===== src/hdl/sps_pkg.sv =====
// Shared constants, widths and controller-to-datapath types of the scheduler.
package sps_pkg;

  localparam int MAX_JOBS  = 64;
  localparam int IDX_W     = 6;
  localparam int CNT_W     = 7;
  localparam int ARR_W     = 16;
  localparam int SVC_W     = 8;
  localparam int TICK_W    = 17;
  localparam int WAIT_W    = 14;
  localparam int TURN_W    = 15;
  localparam int SUM_W     = 20;
  localparam int AVGW_W    = 22;
  localparam int AVGT_W    = 23;
  localparam int FRAC_W    = 8;
  localparam int DIVD_W    = SUM_W + FRAC_W;
  localparam int DSTEP_W   = 5;
  localparam int DIV_STEPS = DIVD_W;

  typedef struct packed {
    logic load;
    logic scan_init;
    logic jump;
    logic dispatch;
    logic div_start;
    logic clear;
  } dp_cmd_t;

  typedef struct packed {
    logic scan_done;
    logic best_found;
    logic last_disp;
    logic div_done;
  } dp_stat_t;

endpackage


===== src/hdl/shortest_process_next_sched_top.sv =====
// Top level of the shortest-process-next batch scheduler.
// Jobs are loaded one per beat (start high while busy is low), up to 64 jobs;
// further jobs are dropped. A beat with in_last_job set begins the schedule and busy stays high
// until the last result. Each dispatch scans every stored job through the single read port of
// the job store, with a second scan when time must first jump to the earliest pending arrival.
// The final result waits for the bit-serial division that forms the averages. Each result
// appears for exactly one cycle with out_valid high and must be taken then; the block cannot
// be stalled.
module shortest_process_next_sched_top
  import sps_pkg::*;
(
  input  logic              clk,
  input  logic              rst_n,
  input  logic              start,
  output logic              busy,
  input  logic [ARR_W-1:0]  in_arrival_time,
  input  logic [SVC_W-1:0]  in_service_time,
  input  logic              in_last_job,
  output logic              out_valid,
  output logic [IDX_W-1:0]  out_job_index,
  output logic [TICK_W-1:0] out_start_time,
  output logic [WAIT_W-1:0] out_wait_ticks,
  output logic [TURN_W-1:0] out_turnaround_ticks,
  output logic [AVGW_W-1:0] out_avg_wait_q8,
  output logic [AVGT_W-1:0] out_avg_turnaround_q8,
  output logic              out_final_dispatch
);

  dp_cmd_t  cmd;
  dp_stat_t stat;

  sps_ctrl u_ctrl (
    .clk         (clk),
    .rst_n       (rst_n),
    .start       (start),
    .in_last_job (in_last_job),
    .busy        (busy),
    .out_valid   (out_valid),
    .cmd         (cmd),
    .stat        (stat)
  );

  sps_dp u_dp (
    .clk                   (clk),
    .rst_n                 (rst_n),
    .cmd                   (cmd),
    .stat                  (stat),
    .in_arrival_time       (in_arrival_time),
    .in_service_time       (in_service_time),
    .out_job_index         (out_job_index),
    .out_start_time        (out_start_time),
    .out_wait_ticks        (out_wait_ticks),
    .out_turnaround_ticks  (out_turnaround_ticks),
    .out_avg_wait_q8       (out_avg_wait_q8),
    .out_avg_turnaround_q8 (out_avg_turnaround_q8),
    .out_final_dispatch    (out_final_dispatch)
  );

  a_valid_busy: assert property (@(posedge clk) disable iff (!rst_n)
    out_valid |-> busy)
    else $error("result beat outside a schedule");

  a_load_stays_idle: assert property (@(posedge clk) disable iff (!rst_n)
    (start && !busy && !in_last_job) |=> !busy)
    else $error("loading beat started a schedule");

  a_last_starts: assert property (@(posedge clk) disable iff (!rst_n)
    (start && !busy && in_last_job) |=> busy)
    else $error("last job did not start the schedule");

  a_no_back_to_back: assert property (@(posedge clk) disable iff (!rst_n)
    out_valid |=> !out_valid)
    else $error("two result beats in consecutive cycles");

  a_final_ends: assert property (@(posedge clk) disable iff (!rst_n)
    (out_valid && out_final_dispatch) |=> !busy)
    else $error("block still busy after the final result");

endmodule


===== src/hdl/sps_div.sv =====
// Restoring divider that forms one quotient bit per cycle for the batch averages.
module sps_div
  import sps_pkg::*;
(
  input  logic              clk,
  input  logic              rst_n,
  input  logic              start,
  input  logic [DIVD_W-1:0] dividend,
  input  logic [CNT_W-1:0]  divisor,
  output logic [DIVD_W-1:0] quotient,
  output logic              done
);

  logic [CNT_W-1:0]   rem_r;
  logic [DIVD_W-1:0]  quo_r;
  logic [DSTEP_W-1:0] step_r;
  logic               busy_r;
  logic               done_r;
  logic [CNT_W:0]     trial;
  logic               fits;
  logic [CNT_W:0]     diff;

  assign trial = {rem_r, quo_r[DIVD_W-1]};
  assign fits  = trial >= {1'b0, divisor};
  assign diff  = trial - {1'b0, divisor};

  always_ff @(posedge clk) begin
    if (!rst_n) begin
      busy_r <= 1'b0;
      done_r <= 1'b0;
      step_r <= '0;
    end else begin
      done_r <= 1'b0;
      if (start) begin
        busy_r <= 1'b1;
        step_r <= '0;
      end else if (busy_r) begin
        step_r <= step_r + DSTEP_W'(1);
        if (step_r == DSTEP_W'(DIV_STEPS - 1)) begin
          busy_r <= 1'b0;
          done_r <= 1'b1;
        end
      end
    end
  end

  always_ff @(posedge clk) begin
    if (start) begin
      rem_r <= '0;
      quo_r <= dividend;
    end else if (busy_r) begin
      rem_r <= fits ? diff[CNT_W-1:0] : trial[CNT_W-1:0];
      quo_r <= {quo_r[DIVD_W-2:0], fits};
    end
  end

  assign quotient = quo_r;
  assign done     = done_r;

endmodule


===== src/hdl/sps_dp.sv =====
// Datapath: job stores, selection scan, time and sum registers, result registers and the two averaging dividers.
module sps_dp
  import sps_pkg::*;
(
  input  logic              clk,
  input  logic              rst_n,
  input  dp_cmd_t           cmd,
  output dp_stat_t          stat,
  input  logic [ARR_W-1:0]  in_arrival_time,
  input  logic [SVC_W-1:0]  in_service_time,
  output logic [IDX_W-1:0]  out_job_index,
  output logic [TICK_W-1:0] out_start_time,
  output logic [WAIT_W-1:0] out_wait_ticks,
  output logic [TURN_W-1:0] out_turnaround_ticks,
  output logic [AVGW_W-1:0] out_avg_wait_q8,
  output logic [AVGT_W-1:0] out_avg_turnaround_q8,
  output logic              out_final_dispatch
);

  logic [ARR_W-1:0]    arr_mem [MAX_JOBS];
  logic [SVC_W-1:0]    svc_mem [MAX_JOBS];

  logic [MAX_JOBS-1:0] done_r;
  logic [CNT_W-1:0]    count_r;
  logic [TICK_W-1:0]   tick_r;
  logic [SUM_W-1:0]    wsum_r;
  logic [SUM_W-1:0]    tsum_r;
  logic [IDX_W-1:0]    disp_cnt_r;

  logic [CNT_W-1:0]    scan_addr_r;
  logic                issuing_r;
  logic                cmp_vld_r;
  logic                cmp_last_r;
  logic [IDX_W-1:0]    cmp_idx_r;
  logic [ARR_W-1:0]    rd_arr_r;
  logic [SVC_W-1:0]    rd_svc_r;

  logic                best_found_r;
  logic [IDX_W-1:0]    best_idx_r;
  logic [ARR_W-1:0]    best_arr_r;
  logic [SVC_W-1:0]    best_svc_r;
  logic [TICK_W-1:0]   earliest_r;

  logic [IDX_W-1:0]    out_idx_r;
  logic [TICK_W-1:0]   out_start_r;
  logic [WAIT_W-1:0]   out_wait_r;
  logic [TURN_W-1:0]   out_turn_r;
  logic                out_final_r;

  logic [CNT_W-1:0]    last_addr;
  logic                pending;
  logic                take;
  logic                new_min;
  logic [TICK_W-1:0]   wait_full;
  logic [WAIT_W-1:0]   wait_nxt;
  logic [TURN_W-1:0]   turn_nxt;
  logic [DIVD_W-1:0]   quo_w;
  logic [DIVD_W-1:0]   quo_t;
  logic                done_w;
  logic                done_t;

  assign last_addr = count_r - CNT_W'(1);
  assign pending   = cmp_vld_r && !done_r[cmp_idx_r];
  assign take      = pending && ({1'b0, rd_arr_r} <= tick_r)
                     && (!best_found_r || rd_svc_r < best_svc_r);
  assign new_min   = pending && ({1'b0, rd_arr_r} < earliest_r);
  assign wait_full = tick_r - {1'b0, best_arr_r};
  assign wait_nxt  = wait_full[WAIT_W-1:0];
  assign turn_nxt  = {1'b0, wait_nxt} + {{(TURN_W-SVC_W){1'b0}}, best_svc_r};

  // Job stores: written on load, read one entry per cycle during a scan.
  always_ff @(posedge clk) begin
    if (cmd.load && count_r < CNT_W'(MAX_JOBS)) begin
      arr_mem[count_r[IDX_W-1:0]] <= in_arrival_time;
      svc_mem[count_r[IDX_W-1:0]] <= in_service_time;
    end
    rd_arr_r  <= arr_mem[scan_addr_r[IDX_W-1:0]];
    rd_svc_r  <= svc_mem[scan_addr_r[IDX_W-1:0]];
    cmp_idx_r <= scan_addr_r[IDX_W-1:0];
  end

  always_ff @(posedge clk) begin
    if (!rst_n) begin
      done_r       <= '0;
      count_r      <= '0;
      tick_r       <= '0;
      wsum_r       <= '0;
      tsum_r       <= '0;
      disp_cnt_r   <= '0;
      scan_addr_r  <= '0;
      issuing_r    <= 1'b0;
      cmp_vld_r    <= 1'b0;
      cmp_last_r   <= 1'b0;
      best_found_r <= 1'b0;
    end else begin
      if (cmd.load && count_r < CNT_W'(MAX_JOBS)) begin
        count_r <= count_r + CNT_W'(1);
      end
      cmp_vld_r  <= issuing_r;
      cmp_last_r <= issuing_r && (scan_addr_r == last_addr);
      if (cmd.scan_init) begin
        scan_addr_r  <= '0;
        issuing_r    <= 1'b1;
        best_found_r <= 1'b0;
      end else if (issuing_r) begin
        scan_addr_r <= scan_addr_r + CNT_W'(1);
        if (scan_addr_r == last_addr) begin
          issuing_r <= 1'b0;
        end
      end
      if (take) begin
        best_found_r <= 1'b1;
      end
      if (cmd.jump) begin
        tick_r <= earliest_r;
      end
      if (cmd.dispatch) begin
        done_r[best_idx_r] <= 1'b1;
        disp_cnt_r <= disp_cnt_r + IDX_W'(1);
        tick_r     <= tick_r + {{(TICK_W-SVC_W){1'b0}}, best_svc_r};
        wsum_r     <= wsum_r + {{(SUM_W-WAIT_W){1'b0}}, wait_nxt};
        tsum_r     <= tsum_r + {{(SUM_W-TURN_W){1'b0}}, turn_nxt};
      end
      if (cmd.clear) begin
        done_r     <= '0;
        count_r    <= '0;
        tick_r     <= '0;
        wsum_r     <= '0;
        tsum_r     <= '0;
        disp_cnt_r <= '0;
      end
    end
  end

  // Best candidate and earliest pending arrival of the current scan.
  always_ff @(posedge clk) begin
    if (cmd.scan_init) begin
      earliest_r <= '1;
    end else if (new_min) begin
      earliest_r <= {1'b0, rd_arr_r};
    end
    if (take) begin
      best_idx_r <= cmp_idx_r;
      best_arr_r <= rd_arr_r;
      best_svc_r <= rd_svc_r;
    end
  end

  always_ff @(posedge clk) begin
    if (cmd.dispatch) begin
      out_idx_r   <= best_idx_r;
      out_start_r <= tick_r;
      out_wait_r  <= wait_nxt;
      out_turn_r  <= turn_nxt;
      out_final_r <= stat.last_disp;
    end
  end

  sps_div u_div_wait (
    .clk      (clk),
    .rst_n    (rst_n),
    .start    (cmd.div_start),
    .dividend ({wsum_r, {FRAC_W{1'b0}}}),
    .divisor  (count_r),
    .quotient (quo_w),
    .done     (done_w)
  );

  sps_div u_div_turn (
    .clk      (clk),
    .rst_n    (rst_n),
    .start    (cmd.div_start),
    .dividend ({tsum_r, {FRAC_W{1'b0}}}),
    .divisor  (count_r),
    .quotient (quo_t),
    .done     (done_t)
  );

  always_comb begin
    stat.scan_done  = cmp_vld_r && cmp_last_r;
    stat.best_found = best_found_r;
    stat.last_disp  = {1'b0, disp_cnt_r} == last_addr;
    stat.div_done   = done_w && done_t;
  end

  assign out_job_index         = out_idx_r;
  assign out_start_time        = out_start_r;
  assign out_wait_ticks        = out_wait_r;
  assign out_turnaround_ticks  = out_turn_r;
  assign out_final_dispatch    = out_final_r;
  assign out_avg_wait_q8       = out_final_r ? quo_w[AVGW_W-1:0] : '0;
  assign out_avg_turnaround_q8 = out_final_r ? quo_t[AVGT_W-1:0] : '0;

endmodule


===== src/hdl/sps_ctrl.sv =====
// Controller state machine that sequences loading, scans, dispatches and the final division.
module sps_ctrl
  import sps_pkg::*;
(
  input  logic     clk,
  input  logic     rst_n,
  input  logic     start,
  input  logic     in_last_job,
  output logic     busy,
  output logic     out_valid,
  output dp_cmd_t  cmd,
  input  dp_stat_t stat
);

  localparam logic [3:0] ST_IDLE   = 4'd0;
  localparam logic [3:0] ST_INIT   = 4'd1;
  localparam logic [3:0] ST_SCAN   = 4'd2;
  localparam logic [3:0] ST_DECIDE = 4'd3;
  localparam logic [3:0] ST_DISP   = 4'd4;
  localparam logic [3:0] ST_EMIT   = 4'd5;
  localparam logic [3:0] ST_DIVGO  = 4'd6;
  localparam logic [3:0] ST_DIVW   = 4'd7;
  localparam logic [3:0] ST_FINAL  = 4'd8;

  logic [3:0] state_r;
  logic [3:0] state_nxt;

  always_comb begin
    state_nxt     = state_r;
    cmd           = '0;
    out_valid     = 1'b0;
    unique case (state_r)
      ST_IDLE: begin
        if (start) begin
          cmd.load = 1'b1;
          if (in_last_job) begin
            state_nxt = ST_INIT;
          end
        end
      end
      ST_INIT: begin
        cmd.scan_init = 1'b1;
        state_nxt     = ST_SCAN;
      end
      ST_SCAN: begin
        if (stat.scan_done) begin
          state_nxt = ST_DECIDE;
        end
      end
      ST_DECIDE: begin
        if (stat.best_found) begin
          state_nxt = ST_DISP;
        end else begin
          cmd.jump  = 1'b1;
          state_nxt = ST_INIT;
        end
      end
      ST_DISP: begin
        cmd.dispatch = 1'b1;
        state_nxt    = stat.last_disp ? ST_DIVGO : ST_EMIT;
      end
      ST_EMIT: begin
        out_valid = 1'b1;
        state_nxt = ST_INIT;
      end
      ST_DIVGO: begin
        cmd.div_start = 1'b1;
        state_nxt     = ST_DIVW;
      end
      ST_DIVW: begin
        if (stat.div_done) begin
          state_nxt = ST_FINAL;
        end
      end
      ST_FINAL: begin
        out_valid = 1'b1;
        cmd.clear = 1'b1;
        state_nxt = ST_IDLE;
      end
      default: begin
        state_nxt = ST_IDLE;
      end
    endcase
  end

  always_ff @(posedge clk) begin
    if (!rst_n) begin
      state_r <= ST_IDLE;
    end else begin
      state_r <= state_nxt;
    end
  end

  assign busy = state_r != ST_IDLE;

endmodule


===== config.mk =====
export PLATFORM = sky130hd
export DESIGN_NAME = shortest_process_next_sched_top
export DESIGN_NICKNAME = d
export VERILOG_FILES = /design/src/hdl/sps_pkg.sv /design/src/hdl/shortest_process_next_sched_top.sv /design/src/hdl/sps_div.sv /design/src/hdl/sps_dp.sv /design/src/hdl/sps_ctrl.sv
export SDC_FILE = /design/constraint.sdc
export NUM_CORES = 2
export LEC_CHECK = 0
export BUFFER_PORTS_ARGS = -buffer_cell sky130_fd_sc_hd__buf_4
export CORE_AREA = 2 2 447 449
export CTS_BUF_LIST = sky130_fd_sc_hd__clkbuf_4 sky130_fd_sc_hd__clkbuf_8
export CTS_CLUSTER_DIAMETER = 120
export DETAILED_ROUTE_END_ITERATION = 16
export DIE_AREA = 0 0 449 451
export GPL_TIMING_DRIVEN = 0
export SYNTH_ARGS = -nofsm -noshare
export SYNTH_HDL_FRONTEND = slang
export SYNTH_HIERARCHICAL = 1
export SYNTH_SLANG_ARGS = --single-unit

===== constraint.sdc =====
create_clock -name clk -period 6.5 [get_ports clk]
set_input_delay 1.3 -clock clk [delete_from_list [all_inputs] [get_ports clk]]
set_output_delay 1.3 -clock clk [all_outputs]
set_load 0.01 [all_outputs]

After elaboration in Yosys (flattened, before gate mapping)
Memory sizes are Yosys's and may differ from the RTL's. A register that Yosys moved wholly into a read port is not among the register bits.
Index checks and enable logic that the tools add are counted.

storage, ports and cells
  bits in registers = 337
  latch bits = 0
  RAM bits = 1536
  bits in read-only memories = 0
  input bits = 28
  output and inout bits = 100
  logic and storage cells = 148
  memories = 2

memory list
  memory        depth  bits a word  read ports  clocked after Yosys merged registers in  write ports  line          RTL
  u_dp.arr_mem  64     16           1           1                                        1            sps_dp.sv:20  logic [ARR_W-1:0] arr_mem [MAX_JOBS];
  u_dp.svc_mem  64     8            1           1                                        1            sps_dp.sv:21  logic [SVC_W-1:0] svc_mem [MAX_JOBS];

operators by class
  add/subtract/negate cells = 13
  multiply operators = 0
  divide/modulo/power cells = 0
  order comparisons = 9
  equal/unequal tests = 16
  shift-type cells = 0
  mux-type cells = 45
  bitwise operators = 4
  reductions and logical operators = 25

operators with widths
  cell                                                                   count
  28-bit 2-to-1 mux                                                      4
  64-bit OR                                                              1
  17-bit 2-to-1 mux                                                      2
  4-bit one-hot mux with 8 select lines                                  1
  1-bit 2-to-1 mux                                                       26
  23-bit 2-to-1 mux                                                      1
  22-bit 2-to-1 mux                                                      1
  20-bit by 14-bit adder with 20-bit output                              1
  20-bit by 15-bit adder with 20-bit output                              1
  17-bit by 8-bit adder with 17-bit output                               1
  16-bit by 17-bit less-or-equal comparator with 1-bit output            1
  16-bit by 17-bit < comparator with 1-bit output                        1
  4-bit by 3-bit equality test with 1-bit output, second input constant  4
  8-bit by 7-bit greater-or-equal comparator with 1-bit output           2
  4-bit 2-to-1 mux                                                       4
  14-bit by 8-bit adder with 15-bit output                               1
  7-bit by 1-bit adder with 7-bit output, second input constant          2
  6-bit by 7-bit < comparator with 1-bit output, second input constant   2
  7-bit 2-to-1 mux                                                       2
  14-bit subtractor                                                      1
  7-bit subtractor                                                       2
  5-bit by 1-bit adder with 5-bit output, second input constant          2
  5-bit equality test, second input constant                             2
  1-bit logical AND                                                      9
  other kinds (24)                                                       38

Depth between registers and ports, before layout
  word-level depth = 7
  depth in mapped cells = 25

By module
Netlist, hierarchy kept.

by module, submodules not included
  module    instances  cells an instance  area an instance (µm²)
  sps_dp    1          3625               71895.2
  sps_div   2          191                2277.2
  sps_ctrl  1          43                 324.1

Least setup slack after synthesis
Ideal clock, no wire load.

  path kind = flip-flop to flip-flop
  start = register u_dp.cmp_idx_r[1]
  end = register u_dp.best_arr_r[0], enable pin
  setup time = 0.462 ns
  arrival time = 4.175 ns
  setup slack = 1.863 ns
  stages on the path, launching flop included = 8
  buffers on the path = 2
  period minus slack after synthesis = 4.637 ns
  cells stage by stage = dfxtp_1 > clkbuf_1 > buf_1 > mux4_2 > mux4_2 > mux2i_1 > a31oi_1 > a221oi_1

between the ends
  word-level cells in the longest chain between the ends = 6

ends and longest elaborated chain
  element                                    line           RTL
  from (decl)                                sps_dp.sv:34   logic [IDX_W-1:0] cmp_idx_r;
  from (signal assigned)                     sps_dp.sv:79   cmp_idx_r <= scan_addr_r[IDX_W-1:0];
  1-bit binary-select mux with 6-bit select  sps_dp.sv:63   assign pending = cmp_vld_r && !done_r[cmp_idx_r];
  1-bit 2-to-1 mux (implied by the code)     sps_dp.sv:63
  1-bit zero test                            sps_dp.sv:63
  1-bit logical AND                          sps_dp.sv:63
  1-bit logical AND                          sps_dp.sv:64   assign take = pending && ({1'b0, rd_arr_r} <= tick_r)
  1-bit logical AND                          sps_dp.sv:65   && (!best_found_r || rd_svc_r < best_svc_r);
  net u_dp.take                              sps_dp.sv:52   logic take;
  to (signal assigned)                       sps_dp.sv:144  best_arr_r <= rd_arr_r;
  to (decl)                                  sps_dp.sv:40   logic [ARR_W-1:0] best_arr_r;

The timed path passes the listed nets, and every way through them passes these cells. The select of a mux whose other input is x is not followed.
A chain may end at the register's enable or synchronous reset.

Final worst setup path
  start = register u_dp.tick_r[0]
  end = register u_dp.tsum_r[17]

between the ends
  word-level cells in the longest chain between the ends = 3

ends and longest elaborated chain
  element                                    line           RTL
  from (decl)                                sps_dp.sv:25   logic [TICK_W-1:0] tick_r;
  from (signal assigned)                     sps_dp.sv:115  tick_r <= earliest_r;
  from (signal assigned)                     sps_dp.sv:120  tick_r <= tick_r + {{(TICK_W-SVC_W){1'b0}}, best_svc_r};
  14-bit subtractor                          sps_dp.sv:67   assign wait_full = tick_r - {1'b0, best_arr_r};
  net u_dp.wait_full[6]                      sps_dp.sv:54   logic [TICK_W-1:0] wait_full;
  14-bit by 8-bit adder with 15-bit output   sps_dp.sv:69   assign turn_nxt = {1'b0, wait_nxt} + {{(TURN_W-SVC_W){1'b0}}, best_svc_r};
  net u_dp.turn_nxt[10]                      sps_dp.sv:56   logic [TURN_W-1:0] turn_nxt;
  20-bit by 15-bit adder with 20-bit output  sps_dp.sv:122  tsum_r <= tsum_r + {{(SUM_W-TURN_W){1'b0}}, turn_nxt};
  to (signal assigned)                       sps_dp.sv:122
  to (decl)                                  sps_dp.sv:27   logic [SUM_W-1:0] tsum_r;

The timed path passes the listed nets, and every way through them passes these cells.

==> results.md <==
- Hold WC Path Type: reg2reg
- Synth Flop Type: edfxtp_1
- GR met2 Demand/Resource: 0.317
- Post-Synthesis Cells: 4,050
- Via count: 41,196
- Synth Register Bits: 1,897
- Crit path required time: 7.33 ns
- Final Cycle Share: 0.880
- CP Class: reg2reg
- CP cell instances: inv_1 > ha_1 > inv_1 > fa_1 > a211oi_1 > nor2_1 > o21a_1 > nor2_1 > xnor2_1 > ha_1 > o21ai_0 > a21oi_1 > o21ai_0 > a21boi_0 > nand2_1 > xnor2_1 > ha_1 > a21o_1 > a21oi_1 > a221o_1 > a211oi_1 > nand4_1 > xor2_1 > nor2_1
- Starting DRC count in detailed routing: 4,188
- Slew Viols, Final: 0
- Worst Path Buf+Inv: 2
- CTS Hold Bufs: 0
- Util after Layout: 0.447
- Setup_tns: 0 ns
- WL final: 202,000 um
- Setup ws final: 0.782 ns
- Initial antenna violation count: 6
- RSZ-0062 raised after global routing: no
- Sequential fraction of the synthesis area: 0.713
- Async S/R FF share, synth: 0
- Worst-margin pin slew: 1.46 ns
- I/O Buffers: 127
- CTS sink count: 1,897
- Gr ovfl total: 0
- DRT antenna net count: 0
- Vias in the first global route: 40,784
- Starting Density: 0.387
- Fraction of layout cells with a size suffix above 1: 0.282
- Filler cells: 17,146
- EDFF count, synth: 1,673
- Outcome: complete, but fails checks
- Leak: 28.0 nW
- Clock transition at the registers of the reported paths: 0.06 ns
- Synth warn: 6
- Tmin final: 5.72 ns
- CTS root buf: clkbuf_8
- Postcts setup bufs: 0
- Mean Syn Cell Area: 19.0 um2
- PwrDens: 324 nW/um2
- Final Hold Viols: 0
- First-pass DRT Iterations: 5
- Max cap viols: 2
- Crit path max-delay cell type: a21boi_0
- First-pass GRT wire length: 290,000 um
- Fmax: 175 MHz
- Clk_lat worst skew: 1.06 ns
- Reg2reg setup slack: 0.78 ns
- Clock Path Buffers: 4
- Routability Congestion: 0.818
- Layout net count: 4,720
- Die Y: 451 um
- GRT Overall Usage: 0.197
- Area of the multi-input gates: 21,300 um2
- CP top delay family: compound AO/OA/AOI/OAI gates
- Dpl ws: 0.747 ns
- Critical path endpoint category: flop
- CP Max Fanout: 6
- CTS Buf Count: 322
- H-tree depth: 5
- Post-DR vias/cell: 5.53
- Post-DP HPWL: 130,000 um
- Slew HR: 0.0264
- Pwr Total: 28.7 mW
- CTS tree: yes
- Register Area: 54,700 um2
- Die area: 202,000 um2
- Count of different cell masters after synthesis: 87
- Busiest grt layer: met2
- WL/cell: 27.1 um
- Failing checks: capacitance limit
- GR Layer Usage met3: 0.0403
- Crit path DAT: 6.54 ns
- CORE AREA: 198,000 um2
- M1 GR Usage: 0.272
- Largest net degree at the start of global routing: 65
- DIE WIDTH: 449 um
- Cts repair resizes: 0
- Final Setup Violations: 0
- Worst VDD drop: 0.000218 V
- Row count: 164
- # IOs: 128
- Crit start category: flop
- Number of remaining DRC errors: 0
- Clock Skews: 0.0957 ns
- Layout Area Growth over Synthesis: 15.5%
- CP max stage delay: 0.52 ns
- Post-Syn Area: 76,800 um2
## layout make-up
cell class                 instances  share of cell area
buffer                           207             0.00950
clock inverter                   101             0.00653
inverter                         108             0.00457
multi-input combinational       1853               0.241
antenna                           10            0.000282
sequential                      1897               0.617
clock buffer                     439              0.0610
timing repair buffer             180              0.0227
tap                             2656              0.0375
## synth_stat cells (29+ instances only)
cell type | instances | share of area
and2_1 | 55 | 0.0045
edfxtp_1 | 1673 | 0.65
clkbuf_1 | 143 | 0.0070
nand4_1 | 31 | 0.0025
mux4_2 | 524 | 0.15
a21oi_1 | 123 | 0.0080
nand2b_1 | 29 | 0.0024
mux2i_1 | 30 | 0.0039
xnor2_1 | 58 | 0.0066
dfxtp_1 | 224 | 0.058
mux2_2 | 56 | 0.0082
inv_1 | 107 | 0.0052
o21ai_0 | 41 | 0.0027
nor3_1 | 42 | 0.0027
ha_1 | 116 | 0.019
a211oi_1 | 32 | 0.0031
nand2_1 | 81 | 0.0040
nor2_1 | 273 | 0.013
xor2_1 | 32 | 0.0037
buf_1 | 46 | 0.0022
## report_power, final
group	switching, mW	leakage (nW)	total, mW	internal, mW
sequential	0.242	16.9	13.8	13.6
clock	4.65	3.18	10.2	5.55
combinational	2.68	7.92	4.69	2.01
## state kept, by name, indices dropped and copies added, names as in the netlist, 15 cells and up
register,flops
u_dp/arr_mem,1024
u_dp/svc_mem,512
u_dp/done_r,64
u_dp/u_div_turn/quotient,28
u_dp/u_div_wait/quotient,28
u_dp/tsum_r,20
u_dp/wsum_r,20
u_dp/earliest_r,17
u_dp/out_start_time,17
u_dp/tick_r,17
u_dp/rd_arr_r,16
u_dp/out_turnaround_ticks,15
## through the flow
step / hold WS [ns] / std cells / cell area, um2
6_report: 0.393 / 7451 / 88700
5_1_grt: 0.397 / 7447 / 88700
4_1_cts: 0.394 / 7438 / 88600
3_5_place_dp: 0.381 / 6898 / 82600
3_3_place_gp: 0.368 / 6848 / 81100
2_1_floorplan: 0.329 / 4065 / 76800
## final timing paths
check | start | end | cells after the start
worst min register to register | u_dp/scan_addr_r[2] | u_dp/cmp_idx_r[2] | 0
worst max register to register | u_dp/tick_r[0] | u_dp/tsum_r[17] | 24
worst max-delay path | u_dp/tick_r[0] | u_dp/tsum_r[17] | 24
worst min-delay path | u_dp/scan_addr_r[2] | u_dp/cmp_idx_r[2] | 0
## per-layer routing
metal,up-vias,wire length [um]
li1,17496,-
met2,1630,96000
met1,21740,84700
met5,-,14
met3,328,15700
met4,2,5410
## worst reg2reg max path, cell delays in order, from the launching register on
cell and delay (ns):
dfxtp_1 0.38, inv_1 0.09, ha_1 0.16, inv_1 0.06, fa_1 0.42, a211oi_1 0.41
nor2_1 0.13, o21a_1 0.19, nor2_1 0.11, xnor2_1 0.23, ha_1 0.38, o21ai_0 0.09
a21oi_1 0.18, o21ai_0 0.13, a21boi_0 0.52, nand2_1 0.14, xnor2_1 0.19, ha_1 0.42
a21o_1 0.16, a21oi_1 0.09, a221o_1 0.36, a211oi_1 0.36, nand4_1 0.17, xor2_1 0.19
nor2_1 0.06
## layout by cell type, fill, tap and decap left out, types with 81 or more instances in the layout
cell type  netlist  final
nor2_1         273    215
dfxtp_1        224    224
buf_4            2    129
a21oi_1        123    123
nand2_1         81     81
clkbuf_4         0    101
inv_1          107    107
clkbuf_1       143    143
mux4_2         524    524
edfxtp_1      1673   1673
clkbuf_8         0    338
ha_1           116    116
## cells by family (layout without fill, tap and decap cells)
family,after synthesis,in the layout,synth area share
other,1,26,0.0000488
adders and majority gates,124,124,0.0209
and+or+nand+nor,644,644,0.0413
muxes,610,610,0.166
buffers and inverters,315,1035,0.0162
xor gates and xnor gates,90,90,0.0103
AOI/OAI and AO/OA,369,369,0.0326
DFF,1897,1897,0.713
Note: power is estimated with default switching activity, not from simulation.
